File: config.mk
export PLATFORM = sky130hd
export DESIGN_NAME = random_permutation_sampler
export DESIGN_NICKNAME = d
export VERILOG_FILES = /design/src/hw/rtl/rps_pkg.sv /design/src/hw/rtl/rps_front.sv /design/src/hw/rtl/rps_queue.sv /design/src/hw/rtl/rps_back.sv /design/src/hw/rtl/random_permutation_sampler.sv
export SDC_FILE = /design/constraint.sdc
export NUM_CORES = 1
export LEC_CHECK = 0
export BUFFER_PORTS_ARGS = -buffer_cell sky130_fd_sc_hd__buf_2
export CAP_MARGIN = 20
export CORE_MARGIN = 2
export CORE_UTILIZATION = 55
export CTS_CLUSTER_SIZE = 28
export DETAILED_ROUTE_END_ITERATION = 10
export PLACE_DENSITY = 0.74
export SYNTH_ARGS = -nofsm -noshare
export SYNTH_HDL_FRONTEND = slang
export SYNTH_SLANG_ARGS = --single-unit
File: constraint.sdc
create_clock -name clk -period 5.4 [get_ports clk]
set_clock_uncertainty 0.2 [all_clocks]
set_input_delay 0.54 -clock clk [delete_from_list [all_inputs] [get_ports clk]]
set_output_delay 0.54 -clock clk [all_outputs]
set_load 0.01 [all_outputs]
File: src/hw/rtl/rps_pkg.sv
// Shared constants and types for the random permutation sampler.
package rps_pkg;

	// Field widths fixed by the interface.
	localparam int WORD_W = 16;
	localparam int CFG_W  = 7;
	localparam int POS_W  = 6;
	localparam int VAL_W  = 6;

	// Default store depth and reset entry count.
	localparam int N_DEFAULT   = 64;
	localparam int NACT_RESET  = 64;
	localparam int NACT_MIN    = 2;

	// Depth of the queue between the front and the back.
	localparam int QUEUE_DEPTH = 4;

	// Size of the random word range; a word is rejected when its
	// quotient block would run past this value.
	localparam logic [WORD_W:0] WORD_RANGE = 17'h10000;

	// One accepted draw on its way to the store.
	typedef struct packed {
		logic [POS_W-1:0] pos;
		logic [VAL_W-1:0] val;
		logic             is_last;
	} qitem_t;

	// Queue status seen by both sides.
	typedef struct packed {
		logic full;
		logic empty;
	} qstat_t;

endpackage

File: src/hw/rtl/rps_front.sv
// Front end: takes random words, reduces them modulo the bound and rejects biased words.
module rps_front #(
	parameter int N = rps_pkg::N_DEFAULT
) (
	input  logic                          clk,
	input  logic                          arst_n,
	input  logic                          start,
	input  logic [rps_pkg::WORD_W-1:0]    rnd_word,
	input  logic                          cfg_we,
	input  logic [$clog2(N+1)-1:0]        n_eff,
	input  rps_pkg::qstat_t               qstat,
	output logic                          busy,
	output logic                          push,
	output rps_pkg::qitem_t               item
);
	import rps_pkg::*;

	localparam int CW  = $clog2(N+1);
	localparam int DCW = $clog2(WORD_W);

	typedef enum logic [2:0] {
		F_IDLE = 3'b001,
		F_DIV  = 3'b010,
		F_DONE = 3'b100
	} fstate_t;

	fstate_t              state_q;
	logic [CW-1:0]        fill_q;
	logic [WORD_W-1:0]    word_q;
	logic [VAL_W-1:0]     rem_q;
	logic [CW-1:0]        bound_q;
	logic [DCW-1:0]       cnt_q;

	logic [VAL_W:0]       trial;
	logic [VAL_W:0]       diff;
	logic [WORD_W:0]      blk_end;
	logic                 rejected;
	logic                 is_last;

	// One restoring division step per cycle, most significant bit first.
	assign trial = {rem_q, word_q[cnt_q]};
	assign diff  = trial - (VAL_W+1)'(bound_q);

	// The word is biased when the end of its quotient block passes the word range.
	assign blk_end  = {1'b0, word_q} - (WORD_W+1)'(rem_q) + (WORD_W+1)'(bound_q);
	assign rejected = blk_end > WORD_RANGE;
	assign is_last  = (fill_q == n_eff - CW'(1));

	assign busy = (state_q != F_IDLE);
	assign push = (state_q == F_DONE) && !rejected && !qstat.full;

	// Classified draw handed to the back.
	always_comb begin
		item         = '0;
		item.pos     = POS_W'(fill_q);
		item.val     = VAL_W'(fill_q) + rem_q;
		item.is_last = is_last;
	end

	// Sequencer and fill position.
	always_ff @(posedge clk or negedge arst_n) begin
		if (!arst_n) begin
			state_q <= F_IDLE;
			fill_q  <= '0;
		end else begin
			unique case (state_q)
				F_IDLE: begin
					if (start) state_q <= F_DIV;
				end
				F_DIV: begin
					if (cnt_q == '0) state_q <= F_DONE;
				end
				F_DONE: begin
					if (rejected || !qstat.full) state_q <= F_IDLE;
				end
				default: state_q <= F_IDLE;
			endcase
			if (cfg_we) begin
				fill_q <= '0;
			end else if (push) begin
				fill_q <= is_last ? '0 : fill_q + CW'(1);
			end
		end
	end

	// Word, remainder and bound of the draw in progress.
	always_ff @(posedge clk) begin
		if (state_q == F_IDLE && start) begin
			word_q  <= rnd_word;
			rem_q   <= '0;
			bound_q <= n_eff - fill_q;
			cnt_q   <= DCW'(WORD_W-1);
		end else if (state_q == F_DIV) begin
			rem_q <= (trial >= (VAL_W+1)'(bound_q)) ? VAL_W'(diff) : VAL_W'(trial);
			cnt_q <= cnt_q - DCW'(1);
		end
	end

endmodule

File: src/hw/rtl/rps_queue.sv
// Small FIFO that carries accepted draws from the front to the back.
module rps_queue #(
	parameter int DEPTH = rps_pkg::QUEUE_DEPTH
) (
	input  logic              clk,
	input  logic              arst_n,
	input  logic              push,
	input  rps_pkg::qitem_t   item_in,
	input  logic              pop,
	output rps_pkg::qitem_t   item_out,
	output rps_pkg::qstat_t   qstat
);
	import rps_pkg::*;

	localparam int PW = (DEPTH > 1) ? $clog2(DEPTH) : 1;
	localparam int NW = $clog2(DEPTH+1);

	qitem_t         slot_q [DEPTH];
	logic [PW-1:0]  wr_ptr_q;
	logic [PW-1:0]  rd_ptr_q;
	logic [NW-1:0]  count_q;

	assign item_out    = slot_q[rd_ptr_q];
	assign qstat.full  = (count_q == NW'(DEPTH));
	assign qstat.empty = (count_q == '0);

	// Pointers and fill count.
	always_ff @(posedge clk or negedge arst_n) begin
		if (!arst_n) begin
			wr_ptr_q <= '0;
			rd_ptr_q <= '0;
			count_q  <= '0;
		end else begin
			if (push) begin
				wr_ptr_q <= (wr_ptr_q == PW'(DEPTH-1)) ? '0 : wr_ptr_q + PW'(1);
			end
			if (pop) begin
				rd_ptr_q <= (rd_ptr_q == PW'(DEPTH-1)) ? '0 : rd_ptr_q + PW'(1);
			end
			if (push && !pop) begin
				count_q <= count_q + NW'(1);
			end else if (pop && !push) begin
				count_q <= count_q - NW'(1);
			end
		end
	end

	// Entry storage.
	always_ff @(posedge clk) begin
		if (push) slot_q[wr_ptr_q] <= item_in;
	end

endmodule

File: src/hw/rtl/rps_back.sv
// Back end: fills the entry store, runs the duplicate conversion and streams the result.
module rps_back #(
	parameter int N = rps_pkg::N_DEFAULT
) (
	input  logic                        clk,
	input  logic                        arst_n,
	input  logic [$clog2(N+1)-1:0]      n_eff,
	input  rps_pkg::qstat_t             qstat,
	input  rps_pkg::qitem_t             item,
	output logic                        pop,
	output logic                        idle,
	output logic                        result_strobe,
	output logic [rps_pkg::POS_W-1:0]   position,
	output logic [rps_pkg::VAL_W-1:0]   perm_value,
	output logic                        last
);
	import rps_pkg::*;

	localparam int AW = $clog2(N);
	localparam int CW = $clog2(N+1);

	typedef enum logic [5:0] {
		B_IDLE  = 6'b000001,
		B_RDI   = 6'b000010,
		B_LDI   = 6'b000100,
		B_SWEEP = 6'b001000,
		B_DRAIN = 6'b010000,
		B_EMIT  = 6'b100000
	} bstate_t;

	bstate_t            state_q;
	logic [VAL_W-1:0]   entry_store_q [N];
	logic [VAL_W-1:0]   rd_q;
	logic [AW-1:0]      i_q;
	logic [AW-1:0]      j_q;
	logic [AW-1:0]      k_q;
	logic [VAL_W-1:0]   vi_q;
	logic               chk_s1;
	logic [AW-1:0]      j_s1;
	logic               em_s1;
	logic [POS_W-1:0]   pos_s1;
	logic               last_s1;

	logic [AW-1:0]      top_idx;
	logic               re;
	logic [AW-1:0]      raddr;
	logic               we;
	logic [AW-1:0]      waddr;
	logic [VAL_W-1:0]   wdata;
	logic               hit;

	assign top_idx = AW'(n_eff - CW'(1));
	assign pop     = (state_q == B_IDLE) && !qstat.empty;
	assign idle    = (state_q == B_IDLE) && !em_s1;
	assign hit     = chk_s1 && (rd_q == vi_q);

	// Read port: entry i, the sweep index j, or the emit index k.
	always_comb begin
		re    = 1'b0;
		raddr = k_q;
		unique case (state_q)
			B_RDI:   begin re = 1'b1; raddr = i_q; end
			B_SWEEP: begin re = 1'b1; raddr = j_q; end
			B_EMIT:  begin re = 1'b1; raddr = k_q; end
			default: begin re = 1'b0; raddr = k_q; end
		endcase
	end

	// Write port: a new draw, or a later duplicate folded onto index i.
	always_comb begin
		we    = 1'b0;
		waddr = j_s1;
		wdata = VAL_W'(i_q);
		if (pop) begin
			we    = 1'b1;
			waddr = item.pos[AW-1:0];
			wdata = item.val;
		end else if (hit) begin
			we = 1'b1;
		end
	end

	// Entry store with registered read data.
	always_ff @(posedge clk) begin
		if (we) entry_store_q[waddr] <= wdata;
		if (re) rd_q <= entry_store_q[raddr];
	end

	// Conversion and emit sequencer.
	always_ff @(posedge clk or negedge arst_n) begin
		if (!arst_n) begin
			state_q <= B_IDLE;
			chk_s1  <= 1'b0;
			em_s1   <= 1'b0;
		end else begin
			chk_s1 <= (state_q == B_SWEEP);
			em_s1  <= (state_q == B_EMIT);
			unique case (state_q)
				B_IDLE: begin
					if (pop && item.is_last) state_q <= B_RDI;
				end
				B_RDI: state_q <= B_LDI;
				B_LDI: begin
					if (i_q != top_idx) begin
						state_q <= B_SWEEP;
					end else if (i_q == '0) begin
						state_q <= B_EMIT;
					end else begin
						state_q <= B_RDI;
					end
				end
				B_SWEEP: begin
					if (j_q == top_idx) state_q <= B_DRAIN;
				end
				B_DRAIN: begin
					state_q <= (i_q == '0) ? B_EMIT : B_RDI;
				end
				B_EMIT: begin
					if (k_q == top_idx) state_q <= B_IDLE;
				end
				default: state_q <= B_IDLE;
			endcase
		end
	end

	// Loop indices and output pipeline.
	always_ff @(posedge clk) begin
		j_s1    <= j_q;
		pos_s1  <= POS_W'(k_q);
		last_s1 <= (k_q == top_idx);
		unique case (state_q)
			B_IDLE: begin
				i_q <= top_idx;
				k_q <= '0;
			end
			B_LDI: begin
				vi_q <= rd_q;
				j_q  <= i_q + AW'(1);
				if (i_q == top_idx && i_q != '0) i_q <= i_q - AW'(1);
			end
			B_SWEEP: begin
				j_q <= j_q + AW'(1);
			end
			B_DRAIN: begin
				if (i_q != '0) i_q <= i_q - AW'(1);
			end
			B_EMIT: begin
				k_q <= k_q + AW'(1);
			end
			default: begin
				k_q <= k_q;
			end
		endcase
	end

	assign result_strobe = em_s1;
	assign position      = pos_s1;
	assign perm_value    = rd_q;
	assign last          = em_s1 && last_s1;

endmodule

File: src/hw/rtl/random_permutation_sampler.sv
// Top level of the random permutation sampler.
//
// Accepted random words are run through the front's remainder unit, one
// bit per cycle, and then decided on. busy is high from the accept until
// that decision is made, and stays high while the decision waits on a full
// queue. start is taken only while busy is low. Words that would bias the
// draw are dropped without a result. When the last position of a
// permutation is filled, the back walks the entry store to fold duplicate
// values, using its single read and single write port. It then puts out the
// n entries on consecutive cycles, one result per cycle marked by
// result_strobe, with last on the final entry. The receiver cannot stall
// results. A four-beat queue lets the front keep taking words for the next
// permutation during conversion. A write on the configuration channel sets
// the entry count (clamped to 2..N) and restarts the permutation. cfg_ready
// is high only when the block has no work in flight and no word is being
// offered on start.
module random_permutation_sampler #(
	parameter int N = rps_pkg::N_DEFAULT
) (
	input  logic                        clk,
	input  logic                        arst_n,
	input  logic                        start,
	output logic                        busy,
	input  logic [rps_pkg::WORD_W-1:0]  rnd_word,
	input  logic                        cfg_valid,
	output logic                        cfg_ready,
	input  logic [rps_pkg::CFG_W-1:0]   cfg_data,
	output logic                        result_strobe,
	output logic [rps_pkg::POS_W-1:0]   position,
	output logic [rps_pkg::VAL_W-1:0]   perm_value,
	output logic                        last
);
	import rps_pkg::*;

	localparam int CW = $clog2(N+1);

	logic [CW-1:0]  n_q;
	logic           cfg_we;
	logic           push;
	logic           pop;
	logic           back_idle;
	qitem_t         push_item;
	qitem_t         head_item;
	qstat_t         qstat;

	// A word offered in the same cycle takes precedence over a register write.
	assign cfg_ready = !busy && !start && qstat.empty && back_idle;
	assign cfg_we    = cfg_valid && cfg_ready;

	// Entry count register, clamped on write.
	always_ff @(posedge clk or negedge arst_n) begin
		if (!arst_n) begin
			n_q <= CW'((NACT_RESET > N) ? N : NACT_RESET);
		end else if (cfg_we) begin
			priority if (cfg_data < CFG_W'(NACT_MIN)) begin
				n_q <= CW'(NACT_MIN);
			end else if (cfg_data > CFG_W'(N)) begin
				n_q <= CW'(N);
			end else begin
				n_q <= CW'(cfg_data);
			end
		end
	end

	rps_front #(.N(N)) u_front (
		.clk      (clk),
		.arst_n   (arst_n),
		.start    (start),
		.rnd_word (rnd_word),
		.cfg_we   (cfg_we),
		.n_eff    (n_q),
		.qstat    (qstat),
		.busy     (busy),
		.push     (push),
		.item     (push_item)
	);

	rps_queue #(.DEPTH(QUEUE_DEPTH)) u_queue (
		.clk      (clk),
		.arst_n   (arst_n),
		.push     (push),
		.item_in  (push_item),
		.pop      (pop),
		.item_out (head_item),
		.qstat    (qstat)
	);

	rps_back #(.N(N)) u_back (
		.clk           (clk),
		.arst_n        (arst_n),
		.n_eff         (n_q),
		.qstat         (qstat),
		.item          (head_item),
		.pop           (pop),
		.idle          (back_idle),
		.result_strobe (result_strobe),
		.position      (position),
		.perm_value    (perm_value),
		.last          (last)
	);

endmodule

==> implementation parameters <==
Parameter                              Value

Critical path
  Cell count along the critical path ... 13
  CP delay by family, top ... simple AND/OR/NAND/NOR gates
  Cell depth of the worst flop-to-flop path ... 13
  Standard cell with the maximum stage delay on the critical path ... sky130_fd_sc_hd__and2_1
  CP Max Fanout ... 13
  Required arrival time at the worst endpoint ... 5.43 ns
  Slowest Stage Delay on Critical Path ... 0.59 ns
  Sum of buffers and inverters on the critical path ... 3
  Critical Path AT ... 4.82 ns
  Cell-by-cell listing of the critical path ... inv_1, fa_1, inv_1, fa_1, a211oi_1, a211o_1, o21ai_0, or4_1, nor3_1, nand4_1, o21ai_2, buf_4, and2_1
  Startpoint type of the worst setup path ... flop
  Critical path endpoint category ... flop
  Type of the worst setup path ... flop to flop

Timing
  Unrepaired setup endpoints after global routing ... no
  Final hold slack ... 0.115 ns
  Shortest clock period the worst path allows after layout ... 4.80 ns
  Final critical-path share of the clock period ... 88.8%
  Sum of negative setup slack ... 0 ns
  Worst slew margin ... 17.7%
  Top achievable clock speed ... 209 MHz
  Max Transition Viols Final ... 0
  Count of endpoints failing setup in the final report ... 0
  Number of hold-slack violations in the final timing report ... 0
  Actual slew at the worst max-slew pin ... 1.22 ns

Route
  Post-route ant nets ... 0
  Vias per Instance ... 6.29
  Average routed wire per standard cell ... 23.4 µm
  First drt pass iteration count ... 6
  Via count of the routed design ... 16600
  DR iter-0 viols ... 2076
  Total wire length ... 61600 µm
  Remaining design rule violation count ... 0

GRT
  Maximum number of pins on one net before global-route repair ... 66
  Grt total ovfl ... 0
  Wire length of the first global-routing pass ... 94000 µm
  Number of global-route vias before repair ... 16000
  Number of antenna violations at the first check in global routing ... 0
  Overall fraction of global-route tracks in use ... 26.2%

Synth
  Most frequently used flop master after synthesis ... sky130_fd_sc_hd__edfxtp_1
  Synth top area cells ... sky130_fd_sc_hd__edfxtp_1, sky130_fd_sc_hd__nand2_1, sky130_fd_sc_hd__dfrtp_1
  Synthesized netlist net count ... 2041
  Share of flip-flops with an asynchronous set or reset ... 5.88%
  Total standard cell area after synthesis ... 24900 µm²
  Number of synthesized flops with an enable pin ... 489
  Number of distinct library cell variants in the gate-level netlist after synthesis ... 80
  Dominant cell by count in the synthesized netlist ... sky130_fd_sc_hd__edfxtp_1
  Post-synthesis sequential element count ... 544
  Register area share after synthesis ... 64.1%
  Cell types with the highest counts after synthesis ... sky130_fd_sc_hd__edfxtp_1, sky130_fd_sc_hd__nand2_1, sky130_fd_sc_hd__nor2_1
  Synthesized instance count ... 1955
  Largest area contributor in the synthesized netlist ... sky130_fd_sc_hd__edfxtp_1
  Warnings from Yosys ... 0
  Mean instance size in the synthesized netlist ... 12.7 µm²
  Area share of the largest cell type after synthesis ... 59.0%

Finish
  Signed area change from the synthesized netlist to the final layout ... 11.5%
  Count of antenna diodes in the layout ... 0
  Final cell count without fillers ... 2630
  Filler cell count ... 3290
  Net total in the final layout ... 2077
  Share of layout cells above drive strength 1 ... 10.7%
  End-of-flow core utilization ... 62.5%
  Post-route cell area ... 27800 µm²

Die
  Count of pins on the block boundary ... 43
  Effective utilization at floorplan ... 56.0%
  Placeable core region ... 44400 µm²
  Site row count ... 77
  Die outline height ... 217 µm
  Total Die Area ... 47000 µm²
  DIE WIDTH ... 217 µm

Clocking
  TritonCTS clock tree ... done
  Cts-stage hold buffer count ... 23
  Number of levels in the clock H-tree ... 2
  Clk pin slew, worst setup/hold paths ... 0.07 ns
  Clock sink count ... 544
  Maximum count of clock buffers along a single path ... 3
  Post-CTS repair timing setup buffer count ... 0
  Total CTS buffers ... 55
  Buffer cell driving the clock tree root ... sky130_fd_sc_hd__clkbuf_16
  Number of gates given a new drive strength after cts ... 0
  Latest clock arrival within the worst-skew pair ... 0.63 ns

Placement
  Number of buffers added on ports ... 42
  Global placer's final weighted congestion ... 0.936
  DP HPWL ... 39400 µm
  Instance count after placement with tap cells included ... 2502
  Placement-stage cell area ... 25700 µm²

Status
  Result of the run ... complete, no violations

Pwr
  Power Dens Cells ... 468 nW/µm²
  Leak pwr ... 0.00999 µW
  Max rail drop VDD ... 541 µV

Worst hold path
  Hold crit path type ... primary input to flop
  Hold Path Depth ... 3

Job
  Max-cap violations ... 0
## layer usage
| layer | global-route usage [%] | share of wire (%) | wire (µm) | up-vias |
|---|---|---|---|---|
| met5 | 0 | 0 | 0 | - |
| met4 | 10.8 | 4.0 | 2440 | 0 |
| met3 | 3.71 | 7.6 | 4710 | 145 |
| met2 | 41.6 | 47 | 29100 | 782 |
| met1 | 36.6 | 41 | 25400 | 8194 |
| li1 | - | - | - | 7432 |
## registers in the layout, indices dropped and copies added (netlist names), 4 cells and up
name and count:
u_back.entry_store_q 384, u_queue.slot_q 52, u_front.word_q 16, n_q 7
u_front.bound_q 7, u_front.fill_q 7, u_back.i_q 6, u_back.j_q 6
u_back.j_s1 6, u_back.k_q 6, u_back.perm_value 6, u_back.position 6
u_back.state_q 6, u_back.vi_q 6, u_front.rem_q 6, u_front.cnt_q 4
## through the flow
step                      setup slack, ns  total power [µW]
after floorplan                     0.849              8020
after global placement              0.778              9060
after detailed placement            0.684              9140
after CTS                           0.649             13000
after global routing                0.304             13500
final                               0.605             13000
## worst min-delay path: cells and delay by family
family        cells  cell delay (ns)
simple gates      2             0.27
buf+inv           1             0.10
## report_power, final
group / internal, µW / switching, µW
sequential: 5410 / 224
clock: 2210 / 1630
combinational: 1210 / 2300
## layout make-up
type	count	area, µm²	share of cell area, %
sequential	544	15900	57.5
multi-input combinational	1208	8170	29.4
clock buffer	72	1500	5.41
timing repair buffer	102	761	2.74
tap	592	741	2.67
clock inverter	32	332	1.19
inverter	80	300	1.08
## kinds of logic (layout without fill, tap and decap cells)
kind of cell	count (synthesis)	in the layout	synth area share (%)
AOI/OAI and AO/OA	380	380	10.8
xor gates and xnor gates	75	75	2.64
adders and majority gates	59	59	3.27
buffers and inverters	203	286	3.29
DFF	544	544	64.1
muxes	73	73	3.93
and+or+nand+nor	621	621	11.9
## placed cells by master (no fill, tap or decap), types with 15 or more instances in the layout
master                          synthesis  layout
sky130_fd_sc_hd__buf_2                 40      43
sky130_fd_sc_hd__nand4_1               15      15
sky130_fd_sc_hd__nand2b_1              15      15
sky130_fd_sc_hd__a211oi_1              95      95
sky130_fd_sc_hd__mux2_2                18      16
sky130_fd_sc_hd__dfrtp_1               29      29
sky130_fd_sc_hd__a21oi_1               49      49
sky130_fd_sc_hd__a311oi_1              30      30
sky130_fd_sc_hd__a31oi_1               62      62
sky130_fd_sc_hd__nand2_1              242     242
sky130_fd_sc_hd__nor2_1               123     123
sky130_fd_sc_hd__edfxtp_1             489     489
sky130_fd_sc_hd__o211ai_1              19      19
sky130_fd_sc_hd__nor3_1                22      22
sky130_fd_sc_hd__and3_1                92      92
sky130_fd_sc_hd__nand3_1               43      43
sky130_fd_sc_hd__clkbuf_16              0      56
sky130_fd_sc_hd__dlygate4sd3_1          0      23
sky130_fd_sc_hd__inv_1                 80      80
sky130_fd_sc_hd__mux4_2                18      18
sky130_fd_sc_hd__dfxtp_1               23      23
sky130_fd_sc_hd__a22oi_1               18      18
sky130_fd_sc_hd__ha_1                  49      49
sky130_fd_sc_hd__xor2_1                24      24
sky130_fd_sc_hd__o21ai_0               35      35
sky130_fd_sc_hd__buf_4                  0      33
sky130_fd_sc_hd__mux2i_1               37      36
sky130_fd_sc_hd__xnor2_1               51      51
## final timing paths
| path | start | endpoint | slack [ns] |
|---|---|---|---|
| worst max-delay path | u_front.bound_q[1] | u_queue.slot_q[3][11] | 0.60 |
| worst min-delay path | start | u_front.cnt_q[0] | 0.12 |
| worst max register to register | u_front.bound_q[1] | u_queue.slot_q[3][11] | 0.60 |
| worst min register to register | u_back.j_q[5] | u_back.j_s1[5] | 0.17 |
| max in group asynchronous | arst_n | u_queue.rd_ptr_q[0] | 4.14 |
| min in group asynchronous | arst_n | n_q[5] | 0.33 |
Power figures use the tool's default switching activity.
